## config.mk

```make
export PLATFORM = sky130hd
export DESIGN_NAME = polar_sweep_wedge_partitioner_unit
export DESIGN_NICKNAME = d
export VERILOG_FILES = /design/src/rtl/core/pswp_pkg.sv /design/src/rtl/core/polar_sweep_wedge_partitioner_unit.sv /design/src/rtl/core/pswp_cordic.sv /design/src/rtl/core/pswp_mod.sv
export VERILOG_INCLUDE_DIRS = /design/src /design/src/rtl/core
export SDC_FILE = /design/constraint.sdc
export NUM_CORES = 2
export LEC_CHECK = 0
export BUFFER_PORTS_ARGS = -buffer_cell sky130_fd_sc_hd__buf_2
export CAP_MARGIN = 20
export CORE_UTILIZATION = 60
export CTS_CLUSTER_SIZE = 20
export DETAILED_ROUTE_END_ITERATION = 7
export GPL_TIMING_DRIVEN = 0
export PLACE_DENSITY = 0.78
export REMOVE_ABC_BUFFERS = 1
export SETUP_SLACK_MARGIN = 0.05
export SLEW_MARGIN = 10
export SYNTH_ARGS = -nofsm -noshare
export SYNTH_HDL_FRONTEND = slang
export SYNTH_SLANG_ARGS = --single-unit
```

## constraint.sdc

```tcl
create_clock -name clk -period 8.51 [get_ports clk]
set_clock_uncertainty 0.1 [all_clocks]
set_input_delay 1.702 -clock clk [delete_from_list [all_inputs] [get_ports clk]]
set_output_delay 1.702 -clock clk [all_outputs]
set_load 0.005 [all_outputs]
```

## src/rtl/core/assert_macros.svh

```systemverilog
// Assertion macros shared by the partitioner RTL.
`ifndef ASSERT_MACROS_SVH
`define ASSERT_MACROS_SVH

// Checked on every clock edge outside reset.
`define PSWP_ASSERT(lbl, prop, msg) \
  lbl: assert property (@(posedge clk) disable iff (!rst_n) prop) else $error(msg);

// Checked on every clock edge, reset included.
`define PSWP_ASSERT_ALWAYS(lbl, prop, msg) \
  lbl: assert property (@(posedge clk) prop) else $error(msg);

`endif

```

## src/rtl/core/pswp_pkg.sv

```systemverilog
// Shared widths, register codes and the CORDIC arctangent table.
package pswp_pkg;

  localparam int ANGLE_W      = 16;
  localparam int OUT_IDX_W    = 6;
  localparam int DIFF_W       = 17;
  localparam int CORDIC_W     = 34;
  localparam int CORDIC_STEPS = 24;
  localparam int STEP_W       = 5;
  localparam int CFG_IDX_W    = 2;
  localparam int CFG_DATA_W   = 16;

  localparam logic [CFG_IDX_W-1:0] CFG_DEPOT_X     = 2'd0;
  localparam logic [CFG_IDX_W-1:0] CFG_DEPOT_Y     = 2'd1;
  localparam logic [CFG_IDX_W-1:0] CFG_SWEEP_WIDTH = 2'd2;

  localparam logic [ANGLE_W-1:0] SWEEP_RESET = 16'd8192;

  function automatic logic [31:0] atan_turn(input logic [STEP_W-1:0] i);
    logic [31:0] v;
    case (i)
      5'd0:  v = 32'h20000000;
      5'd1:  v = 32'h12E4051D;
      5'd2:  v = 32'h09FB385B;
      5'd3:  v = 32'h051111D4;
      5'd4:  v = 32'h028B0D43;
      5'd5:  v = 32'h0145D7E1;
      5'd6:  v = 32'h00A2F61E;
      5'd7:  v = 32'h00517C55;
      5'd8:  v = 32'h0028BE53;
      5'd9:  v = 32'h00145F2F;
      5'd10: v = 32'h000A2F98;
      5'd11: v = 32'h000517CC;
      5'd12: v = 32'h00028BE6;
      5'd13: v = 32'h000145F3;
      5'd14: v = 32'h0000A2FA;
      5'd15: v = 32'h0000517D;
      5'd16: v = 32'h000028BE;
      5'd17: v = 32'h0000145F;
      5'd18: v = 32'h00000A30;
      5'd19: v = 32'h00000518;
      5'd20: v = 32'h0000028C;
      5'd21: v = 32'h00000146;
      5'd22: v = 32'h000000A3;
      5'd23: v = 32'h00000051;
      default: v = 32'h00000000;
    endcase
    return v;
  endfunction

endpackage

```

## src/rtl/core/polar_sweep_wedge_partitioner_unit.sv

```systemverilog
// Top level of the polar sweep wedge partitioner: point store, sorter and wedge emitter.
//
// Points are offered on start with in_pos_x, in_pos_y and in_final_point, and a point
// is taken at a clock edge with start high and busy low. Each stored point takes the 24
// iterations of the shared CORDIC unit plus the store write.
// A point beyond MAX_NODES is dropped at once and marks the set as overflowed.
// The point carrying in_final_point starts the sort: an insertion sort over the point
// memory. Results then leave in angle order, one beat per out_valid pulse; a point
// that must skip empty wedges first waits for the serial remainder unit.
// out_valid lasts one cycle and cannot be held off by the receiver.
// Configuration writes on cfg_valid are always taken (cfg_ready is high) and must be
// made while busy is low. Reset clears the state, count, overflow flag and out_valid;
// the memory needs no clearing, as only entries written in the current set are read.
module polar_sweep_wedge_partitioner_unit #(
  parameter int MAX_NODES  = 64,
  parameter int ANGLE_BITS = 16
) (
  input  logic                                 clk,
  input  logic                                 rst_n,
  input  logic                                 start,
  output logic                                 busy,
  input  logic signed [pswp_pkg::ANGLE_W-1:0]  in_pos_x,
  input  logic signed [pswp_pkg::ANGLE_W-1:0]  in_pos_y,
  input  logic                                 in_final_point,
  output logic                                 out_valid,
  output logic [pswp_pkg::OUT_IDX_W-1:0]       out_point_index,
  output logic [pswp_pkg::ANGLE_W-1:0]         out_angle,
  output logic [pswp_pkg::OUT_IDX_W-1:0]       out_wedge_index,
  output logic                                 out_wedge_start,
  output logic                                 out_overflowed,
  output logic                                 out_last_result,
  input  logic                                 cfg_valid,
  output logic                                 cfg_ready,
  input  logic [pswp_pkg::CFG_IDX_W-1:0]       cfg_index,
  input  logic [pswp_pkg::CFG_DATA_W-1:0]      cfg_data
);
  import pswp_pkg::*;
  `include "assert_macros.svh"

  localparam int IDX_W = (MAX_NODES > 1) ? $clog2(MAX_NODES) : 1;
  localparam int CNT_W = $clog2(MAX_NODES + 1);
  localparam int ENT_W = ANGLE_W + IDX_W;
  localparam int END_W = ANGLE_W + 2;
  localparam logic [CNT_W-1:0] FULL = CNT_W'(MAX_NODES);

  typedef enum logic [3:0] {
    S_IDLE, S_CORDIC, S_SORT_KEY, S_SORT_KEYW, S_SORT_CMP, S_SORT_PUT,
    S_EM_RD, S_EM_EVAL, S_EM_MOD
  } state_t;

  state_t state_r;

  logic signed [ANGLE_W-1:0] depot_x_r, depot_y_r;
  logic [ANGLE_W-1:0]        sweep_r, sweep;
  logic [CNT_W-1:0]          count_r, k_r, j_r;
  logic                      overflow_r, final_r;
  logic [ENT_W-1:0]          mem [MAX_NODES];
  logic [ENT_W-1:0]          rd_data_r, key_r, ent_r, wr_data;
  logic [IDX_W-1:0]          rd_addr, wr_addr;
  logic                      wr_en, greater, accept, cordic_go, cordic_done;
  logic signed [DIFF_W-1:0]  dx, dy;
  logic [ANGLE_W-1:0]        cordic_angle, mod_rem, rd_angle;
  logic                      mod_go, mod_done;
  logic [END_W-1:0]          end_r, a_ext, e2, sweep_ext;
  logic [OUT_IDX_W-1:0]      widx_r;
  logic                      last_now;

  logic                      out_valid_r, out_start_r, out_last_r, out_ovf_r;
  logic [OUT_IDX_W-1:0]      out_pidx_r, out_widx_r;
  logic [ANGLE_W-1:0]        out_angle_r;

  assign busy      = (state_r != S_IDLE);
  assign accept    = start && !busy;
  assign cordic_go = accept && (count_r != FULL);
  assign cfg_ready = 1'b1;
  assign sweep     = (sweep_r == '0) ? ANGLE_W'(1) : sweep_r;
  assign sweep_ext = END_W'(sweep);
  assign dx = DIFF_W'(in_pos_x) - DIFF_W'(depot_x_r);
  assign dy = DIFF_W'(in_pos_y) - DIFF_W'(depot_y_r);
  assign rd_angle = rd_data_r[ENT_W-1 -: ANGLE_W];
  assign greater  = rd_angle > key_r[ENT_W-1 -: ANGLE_W];
  assign a_ext    = END_W'(rd_angle);
  assign e2       = end_r + sweep_ext;
  assign last_now = ((k_r + 1'b1) == count_r);
  assign mod_go   = (state_r == S_EM_EVAL) && (k_r != '0) && (a_ext > end_r) && (a_ext > e2);

  pswp_cordic #(.ANGLE_BITS(ANGLE_BITS)) u_cordic (
    .clk(clk), .rst_n(rst_n), .go(cordic_go), .dx(dx), .dy(dy),
    .done(cordic_done), .angle(cordic_angle)
  );

  pswp_mod u_mod (
    .clk(clk), .rst_n(rst_n), .go(mod_go), .num(ANGLE_W'(a_ext - e2)), .den(sweep),
    .done(mod_done), .rem(mod_rem)
  );

  always_comb begin
    rd_addr = '0;
    wr_en   = 1'b0;
    wr_addr = '0;
    wr_data = key_r;
    case (state_r)
      S_CORDIC: begin
        wr_en   = cordic_done;
        wr_addr = count_r[IDX_W-1:0];
        wr_data = {cordic_angle, count_r[IDX_W-1:0]};
      end
      S_SORT_KEY:  rd_addr = k_r[IDX_W-1:0];
      S_SORT_KEYW: rd_addr = IDX_W'(k_r - 1'b1);
      S_SORT_CMP: begin
        rd_addr = IDX_W'(j_r - CNT_W'(2));
        wr_en   = 1'b1;
        wr_addr = j_r[IDX_W-1:0];
        wr_data = greater ? rd_data_r : key_r;
      end
      S_SORT_PUT: begin
        wr_en   = 1'b1;
        wr_addr = '0;
      end
      S_EM_RD: rd_addr = k_r[IDX_W-1:0];
      default: ;
    endcase
  end

  always_ff @(posedge clk) begin
    if (wr_en) begin
      mem[wr_addr] <= wr_data;
    end
    rd_data_r <= mem[rd_addr];
  end

  always_ff @(posedge clk) begin
    if (!rst_n) begin
      depot_x_r <= '0;
      depot_y_r <= '0;
      sweep_r   <= SWEEP_RESET;
    end else if (cfg_valid && cfg_ready) begin
      case (cfg_index)
        CFG_DEPOT_X:     depot_x_r <= cfg_data;
        CFG_DEPOT_Y:     depot_y_r <= cfg_data;
        CFG_SWEEP_WIDTH: sweep_r   <= cfg_data;
        default: ;
      endcase
    end
  end

  always_ff @(posedge clk) begin
    if (!rst_n) begin
      state_r     <= S_IDLE;
      count_r     <= '0;
      overflow_r  <= 1'b0;
      out_valid_r <= 1'b0;
    end else begin
      out_valid_r <= 1'b0;
      case (state_r)
        S_IDLE: begin
          if (accept) begin
            final_r <= in_final_point;
            if (count_r == FULL) begin
              overflow_r <= 1'b1;
              if (in_final_point) begin
                k_r     <= CNT_W'(1);
                state_r <= S_SORT_KEY;
              end
            end else begin
              state_r <= S_CORDIC;
            end
          end
        end
        S_CORDIC: begin
          if (cordic_done) begin
            count_r <= count_r + 1'b1;
            if (!final_r) begin
              state_r <= S_IDLE;
            end else if (count_r == '0) begin
              k_r     <= '0;
              state_r <= S_EM_RD;
            end else begin
              k_r     <= CNT_W'(1);
              state_r <= S_SORT_KEY;
            end
          end
        end
        S_SORT_KEY: state_r <= S_SORT_KEYW;
        S_SORT_KEYW: begin
          key_r   <= rd_data_r;
          j_r     <= k_r;
          state_r <= S_SORT_CMP;
        end
        S_SORT_CMP: begin
          if (greater) begin
            j_r <= j_r - 1'b1;
            if (j_r == CNT_W'(1)) begin
              state_r <= S_SORT_PUT;
            end
          end else if (last_now) begin
            k_r     <= '0;
            state_r <= S_EM_RD;
          end else begin
            k_r     <= k_r + 1'b1;
            state_r <= S_SORT_KEY;
          end
        end
        S_SORT_PUT: begin
          if (last_now) begin
            k_r     <= '0;
            state_r <= S_EM_RD;
          end else begin
            k_r     <= k_r + 1'b1;
            state_r <= S_SORT_KEY;
          end
        end
        S_EM_RD: state_r <= S_EM_EVAL;
        S_EM_EVAL: begin
          ent_r       <= rd_data_r;
          out_pidx_r  <= OUT_IDX_W'(rd_data_r[IDX_W-1:0]);
          out_angle_r <= rd_angle;
          out_ovf_r   <= overflow_r;
          out_last_r  <= last_now;
          if (k_r == '0) begin
            end_r       <= a_ext + sweep_ext;
            widx_r      <= '0;
            out_widx_r  <= '0;
            out_start_r <= 1'b1;
            out_valid_r <= 1'b1;
          end else if (a_ext > end_r) begin
            widx_r      <= widx_r + 1'b1;
            out_widx_r  <= widx_r + 1'b1;
            out_start_r <= 1'b1;
            if (a_ext > e2) begin
              state_r <= S_EM_MOD;
            end else begin
              end_r       <= e2;
              out_valid_r <= 1'b1;
            end
          end else begin
            out_widx_r  <= widx_r;
            out_start_r <= 1'b0;
            out_valid_r <= 1'b1;
          end
          if (!mod_go) begin
            if (last_now) begin
              count_r    <= '0;
              overflow_r <= 1'b0;
              state_r    <= S_IDLE;
            end else begin
              k_r     <= k_r + 1'b1;
              state_r <= S_EM_RD;
            end
          end
        end
        S_EM_MOD: begin
          if (mod_done) begin
            end_r <= END_W'(ent_r[ENT_W-1 -: ANGLE_W])
                     + ((mod_rem == '0) ? '0 : END_W'(sweep - mod_rem));
            out_valid_r <= 1'b1;
            if (last_now) begin
              count_r    <= '0;
              overflow_r <= 1'b0;
              state_r    <= S_IDLE;
            end else begin
              k_r     <= k_r + 1'b1;
              state_r <= S_EM_RD;
            end
          end
        end
        default: state_r <= S_IDLE;
      endcase
    end
  end

  assign out_valid       = out_valid_r;
  assign out_point_index = out_pidx_r;
  assign out_angle       = out_angle_r;
  assign out_wedge_index = out_widx_r;
  assign out_wedge_start = out_start_r;
  assign out_overflowed  = out_ovf_r;
  assign out_last_result = out_last_r;

  `PSWP_ASSERT(a_count_bound, count_r <= FULL, "point count beyond capacity")
  `PSWP_ASSERT(a_full_sets_ovf, accept && (count_r == FULL) |=> overflow_r, "drop not flagged")
  `PSWP_ASSERT(a_last_clears, out_valid_r && out_last_r |-> (count_r == '0) && !overflow_r, "set not cleared after last beat")
  `PSWP_ASSERT(a_cordic_state, cordic_done |-> (state_r == S_CORDIC), "angle finished outside load")
  `PSWP_ASSERT_ALWAYS(a_reset_idle, !rst_n |=> (state_r == S_IDLE) && (count_r == '0), "reset left block busy")

endmodule

```

## src/rtl/core/pswp_cordic.sv

```systemverilog
// Iterative CORDIC vectoring unit giving the polar angle of an offset.
module pswp_cordic #(
  parameter int ANGLE_BITS = 16
) (
  input  logic                                 clk,
  input  logic                                 rst_n,
  input  logic                                 go,
  input  logic signed [pswp_pkg::DIFF_W-1:0]   dx,
  input  logic signed [pswp_pkg::DIFF_W-1:0]   dy,
  output logic                                 done,
  output logic        [pswp_pkg::ANGLE_W-1:0]  angle
);
  import pswp_pkg::*;

  localparam logic [31:0] RND = 32'd1 << (31 - ANGLE_BITS);
  localparam int PAD = (ANGLE_BITS < 16) ? (16 - ANGLE_BITS) : 0;
  localparam logic [ANGLE_W-1:0] MASK = ~((16'd1 << PAD) - 16'd1);
  localparam logic [STEP_W-1:0] LAST_STEP = STEP_W'(CORDIC_STEPS - 1);

  logic signed [CORDIC_W-1:0] x_r, y_r, sx, sy;
  logic        [31:0]         z_r, z_rnd;
  logic        [STEP_W-1:0]   i_r;
  logic                       run_r, done_r, zero_r;
  logic signed [DIFF_W:0]     dxn, dyn;

  always_comb begin
    dxn = dx[DIFF_W-1] ? -(DIFF_W+1)'(dx) : (DIFF_W+1)'(dx);
    dyn = dx[DIFF_W-1] ? -(DIFF_W+1)'(dy) : (DIFF_W+1)'(dy);
    sx = x_r >>> i_r;
    sy = y_r >>> i_r;
    z_rnd = z_r + RND;
  end

  always_ff @(posedge clk) begin
    if (!rst_n) begin
      run_r  <= 1'b0;
      done_r <= 1'b0;
      i_r    <= '0;
    end else begin
      done_r <= 1'b0;
      if (go) begin
        run_r  <= 1'b1;
        i_r    <= '0;
        zero_r <= (dx == '0) && (dy == '0);
        x_r    <= CORDIC_W'(dxn) <<< 12;
        y_r    <= CORDIC_W'(dyn) <<< 12;
        z_r    <= dx[DIFF_W-1] ? 32'h80000000 : 32'h0;
      end else if (run_r) begin
        if (!y_r[CORDIC_W-1]) begin
          x_r <= x_r + sy;
          y_r <= y_r - sx;
          z_r <= z_r + atan_turn(i_r);
        end else begin
          x_r <= x_r - sy;
          y_r <= y_r + sx;
          z_r <= z_r - atan_turn(i_r);
        end
        i_r <= i_r + 1'b1;
        if (i_r == LAST_STEP) begin
          run_r  <= 1'b0;
          done_r <= 1'b1;
        end
      end
    end
  end

  assign done  = done_r;
  assign angle = zero_r ? '0 : (z_rnd[31:16] & MASK);

endmodule

```

## src/rtl/core/pswp_mod.sv

```systemverilog
// Bit-serial restoring remainder unit for the wedge end catch-up.
module pswp_mod (
  input  logic                                clk,
  input  logic                                rst_n,
  input  logic                                go,
  input  logic [pswp_pkg::ANGLE_W-1:0]        num,
  input  logic [pswp_pkg::ANGLE_W-1:0]        den,
  output logic                                done,
  output logic [pswp_pkg::ANGLE_W-1:0]        rem
);
  import pswp_pkg::*;

  logic [ANGLE_W:0]   rem_r, trial;
  logic [ANGLE_W-1:0] num_r, den_r;
  logic [STEP_W-1:0]  cnt_r;
  logic               run_r, done_r;

  assign trial = {rem_r[ANGLE_W-1:0], num_r[ANGLE_W-1]};

  always_ff @(posedge clk) begin
    if (!rst_n) begin
      run_r  <= 1'b0;
      done_r <= 1'b0;
      cnt_r  <= '0;
    end else begin
      done_r <= 1'b0;
      if (go) begin
        run_r <= 1'b1;
        cnt_r <= STEP_W'(ANGLE_W - 1);
        rem_r <= '0;
        num_r <= num;
        den_r <= den;
      end else if (run_r) begin
        rem_r <= (trial >= {1'b0, den_r}) ? trial - {1'b0, den_r} : trial;
        num_r <= num_r << 1;
        cnt_r <= cnt_r - 1'b1;
        if (cnt_r == '0) begin
          run_r  <= 1'b0;
          done_r <= 1'b1;
        end
      end
    end
  end

  assign done = done_r;
  assign rem  = rem_r[ANGLE_W-1:0];

endmodule
```

==> flow_metrics.tcl <==
set metrics [dict create \
    maxSlewHeadroom 0.211 \
    die_w_um 390 \
    p_sw_mw 13.2 \
    die_area_um2 152000 \
    critPathKind "reg2reg" \
    ioPinCount 89 \
    reg2reg_from "u_cordic.i_r[1]$_SDFFE_PP0P_" \
    p_sw_frac 0.384 \
    hold_buffers 0 \
    gr-max-usage-layer "met2" \
    portBuffers 87 \
    place_area_um2 96100 \
    drive_gt1_frac 0.104 \
    synth.yosys.seq_area_share 0.575 \
    slew_viol_final 0 \
    synth_mux_area_frac 0.0355 \
    ctsRootBufferMaster "clkbuf_16" \
    synth_compound_area_frac 0.160 \
    cts_tree "done" \
    synth-main-ff-cell "edfxtp_1" \
    r2r_slack_ns 0.91 \
    async_flop_share 0 \
    arrival_ns 8.03 \
    min_period_ns 7.60 \
    dr_total_vias 66800 \
    nNetsFinal 8192 \
    synthTopCellsByArea "edfxtp_1 (55%), nand2_1 (4.7%), a211oi_1 (4.5%)" \
    synth_enable_flop_cells 1643 \
    min_to "depot_x_r[1]$_SDFFE_PN0P_" \
    vdd_drop_max_uv 237 \
    timing.fmax_ghz 0.132 \
    avgViaCountPerCell 6.69 \
    synth_top_family_by_area "compound AO/OA/AOI/OAI gates" \
    rsz0062_at_grt "false" \
    ys_top_cells_by_count "edfxtp_1 (1,643), nand2_1 (1,132), a211oi_1 (547)" \
    status "finished, final reports clean" \
    tightestPinTransition_ns 1.18 \
    design_area_um2 102000 \
    grtUsageMet2 0.528 \
    overflow 0 \
    cts_sinks 1770 \
    core_um2 149000 \
    rr_worst_depth 22 \
    synthMostInstantiatedCell "edfxtp_1" \
    grt_util_met1 0.432 \
    crit_path_start_kind "register" \
    synth_top_area_frac 0.547 \
    drv_cap 0 \
    post_cts_buffers 0 \
    powerDensity_nw_per_um2 338 \
    first_iter_violations 7952 \
    path_clk_slew_ns 0.06 \
    pwr-share-seq 0.348 \
    ys_seq_elements 1770 \
    worstPathRequired_ns 8.94 \
    drc 0 \
    grt_pass1_vias 64800 \
    ant_nets 0 \
    grtUsageMet3 0.0634 \
    syn2layout_area_growth_pct 12.7 \
    min-delay-path-class "reg2reg" \
    clkLatencyLatePin_ns 0.84 \
    wire_per_inst_um 25.5 \
    synth_area_leader_cell "edfxtp_1" \
    synth_cell_types 104 \
    grt_pass1_wl_um 383000 \
    comb_power_share 0.429 \
    syn-mean-instance-area_um2 11.4 \
    place.gp.congestion 0.982 \
    synth_xor_area_frac 0.0320 \
    dp_hpwl_um 165000 \
    finalSetupTns_ns 0 \
    row_count 141 \
    fin_crit_sh 0.893 \
    antenna_found_initial 1 \
    whs_path_depth 2 \
    hold_violations 0 \
    htree_levels 4 \
    syn_inst 7895 \
    fill_cells 10100 \
    finalSetupViolations 0 \
    timing.rr.end "u_cordic.y_r[26]$_DFFE_PP_" \
    firstDrtPassIters 7 \
    yosys.area_share.adder 0.0416 \
    cts_made_buffers 174 \
    yosys_warnings 0 \
    grtUsageTotal 0.330 \
    syn_area_um2 90300 \
    cp-end-kind "register" \
    worst_hold_startpoint "depot_x_r[1]$_SDFFE_PN0P_" \
    drt-total-wl_um 255000 \
    grt_max_degree 94 \
    dieHeight_um 390 \
    yosys.area_share.simple 0.124 \
    ctsResizeCount 0 \
    initial_core_util 0.608 \
    clock_path_buffers 3 \
    clkPwrFrac 0.223 \
    critPathMaxFanout 55 \
    cellLeakagePower_nw 35.5 \
    intPower_mw 21.2 \
]
-- cells in the final DEF (no fill, tap or decap), drive strengths merged, types with 16 or more instances in the layout --
| cell type | n |
|---|---|
| edfxtp | 1643 |
| nor2 | 440 |
| clkinv | 79 |
| nor2b | 43 |
| o21ai | 236 |
| nand2 | 1133 |
| dfxtp | 127 |
| a211oi | 547 |
| a21o | 99 |
| o211ai | 25 |
| ha | 281 |
| mux2i | 84 |
| o22ai | 32 |
| a311oi | 186 |
| a22oi | 23 |
| and3 | 36 |
| nor3 | 86 |
| or3 | 28 |
| a31o | 16 |
| nor4 | 31 |
| a31oi | 225 |
| xnor2 | 193 |
| mux2 | 52 |
| and2 | 378 |
| inv | 220 |
| mux4 | 78 |
| o21a | 45 |
| or2 | 22 |
| clkbuf | 218 |
| xor2 | 134 |
| a21oi | 507 |
| nand4 | 26 |
| nand2b | 58 |
| o31ai | 16 |
| buf | 280 |
| nand3 | 94 |
-- worst max-delay path by stage --
stage                                 startpoint                          to  slack [ns]  cells past startpoint
finish              u_cordic.i_r[1]$_SDFFE_PP0P_  u_cordic.y_r[26]$_DFFE_PP_        0.91                     22
detailed placement  u_cordic.i_r[1]$_SDFFE_PP0P_  u_cordic.y_r[26]$_DFFE_PP_        0.99                     22
global route        u_cordic.i_r[1]$_SDFFE_PP0P_  u_cordic.y_r[26]$_DFFE_PP_        0.53                     22
global placement         state_r[3]$_SDFFE_PN0P_        rd_data_r[9]$_DFF_P_      -40.17                      8
CTS                 u_cordic.i_r[1]$_SDFFE_PP0P_  u_cordic.y_r[26]$_DFFE_PP_        0.94                     22
floorplan                state_r[3]$_SDFFE_PN0P_        rd_data_r[0]$_DFF_P_      -20.68                     10
-- state kept, by name, summed over array words and instances (netlist names), 4 cells and up, named ones only --
register         cells
key_r               22
u_cordic.i_r         5
u_mod.cnt_r          5
u_mod.num_r         16
depot_y_r           16
state_r              4
sweep_r             16
u_mod.den_r         16
u_cordic.z_r        32
k_r                  7
u_cordic.y_r        34
ent_r               22
j_r                  7
rd_data_r           22
mem               1408
u_cordic.x_r        34
u_mod.rem_r         16
out_wedge_index      6
depot_x_r           16
count_r              7
end_r               18
-- through the flow --
stage | hold slack (ns) | power [mW] | instances | setup slack (ns) | utilization
after global placement | 0.344 | 26.5 | 9477 | -40.17 | 0.613
final | 0.356 | 34.4 | 9992 | 0.907 | 0.685
after detailed placement | 0.349 | 26.4 | 9668 | 0.993 | 0.647
after floorplan | 0.309 | 22.9 | 7388 | -20.68 | -
after CTS | 0.358 | 34.1 | 9988 | 0.942 | 0.685
after global routing | 0.374 | 36.0 | 9991 | 0.530 | 0.685
-- kinds of logic (layout without fill, tap and decap cells) --
family,Yosys count,count (layout)
flip-flops,1770,1770
other,1,2
adder cells (fa/ha/maj),294,294
AO/OA/AOI/OAI,2141,2141
buffers and inverters,718,812
XOR/XNOR,328,328
multiplexers,214,214
AND/OR/NAND/NOR,2429,2429
-- area by class of cell --
cell class | count | area, um^2 | area share
antenna | 1 | 2.50 | 0.0000246
inverter | 211 | 792 | 0.00778
clock buffer | 217 | 4580 | 0.0450
clock inverter | 103 | 1090 | 0.0107
sequential | 1770 | 51900 | 0.510
timing repair buffer | 281 | 4560 | 0.0448
multi-input combinational | 5407 | 36300 | 0.357
tap | 2002 | 2500 | 0.0246
-- power by group through the flow --
stage	combinational, mW	clock, mW	sequential [mW]
after floorplan	11.0	0	11.9
after global placement	14.1	0	12.5
after detailed placement	14.3	0	12.1
after CTS	14.5	7.72	11.9
after global routing	16.0	8.03	12.0
final	14.8	7.67	12.0
-- metal layers --
layer  vias up  wire (um)
li1      29700          -
met1     32500      96600
met2      3859     119000
met3       798      25700
met4         2      13800
met5         -        133
-- critical path: stages, from the launching register on --
cell	delay [ns]
dfxtp_4	0.52
buf_16	0.32
buf_16	0.32
mux2i_1	0.42
or2_2	0.18
o2111ai_1	0.33
a221o_1	0.48
nand2_2	0.10
nand3_2	0.08
or4_4	0.57
nor3_1	0.34
a21oi_1	0.16
xnor2_1	0.24
ha_1	0.34
a21o_1	0.20
o21bai_1	0.15
a31oi_1	0.27
a21oi_1	0.23
o41ai_1	0.97
o21ai_0	0.36
a311oi_1	0.35
or4_1	0.17
o21ai_0	0.08
No activity file was read; power rests on OpenSTA's default activity.
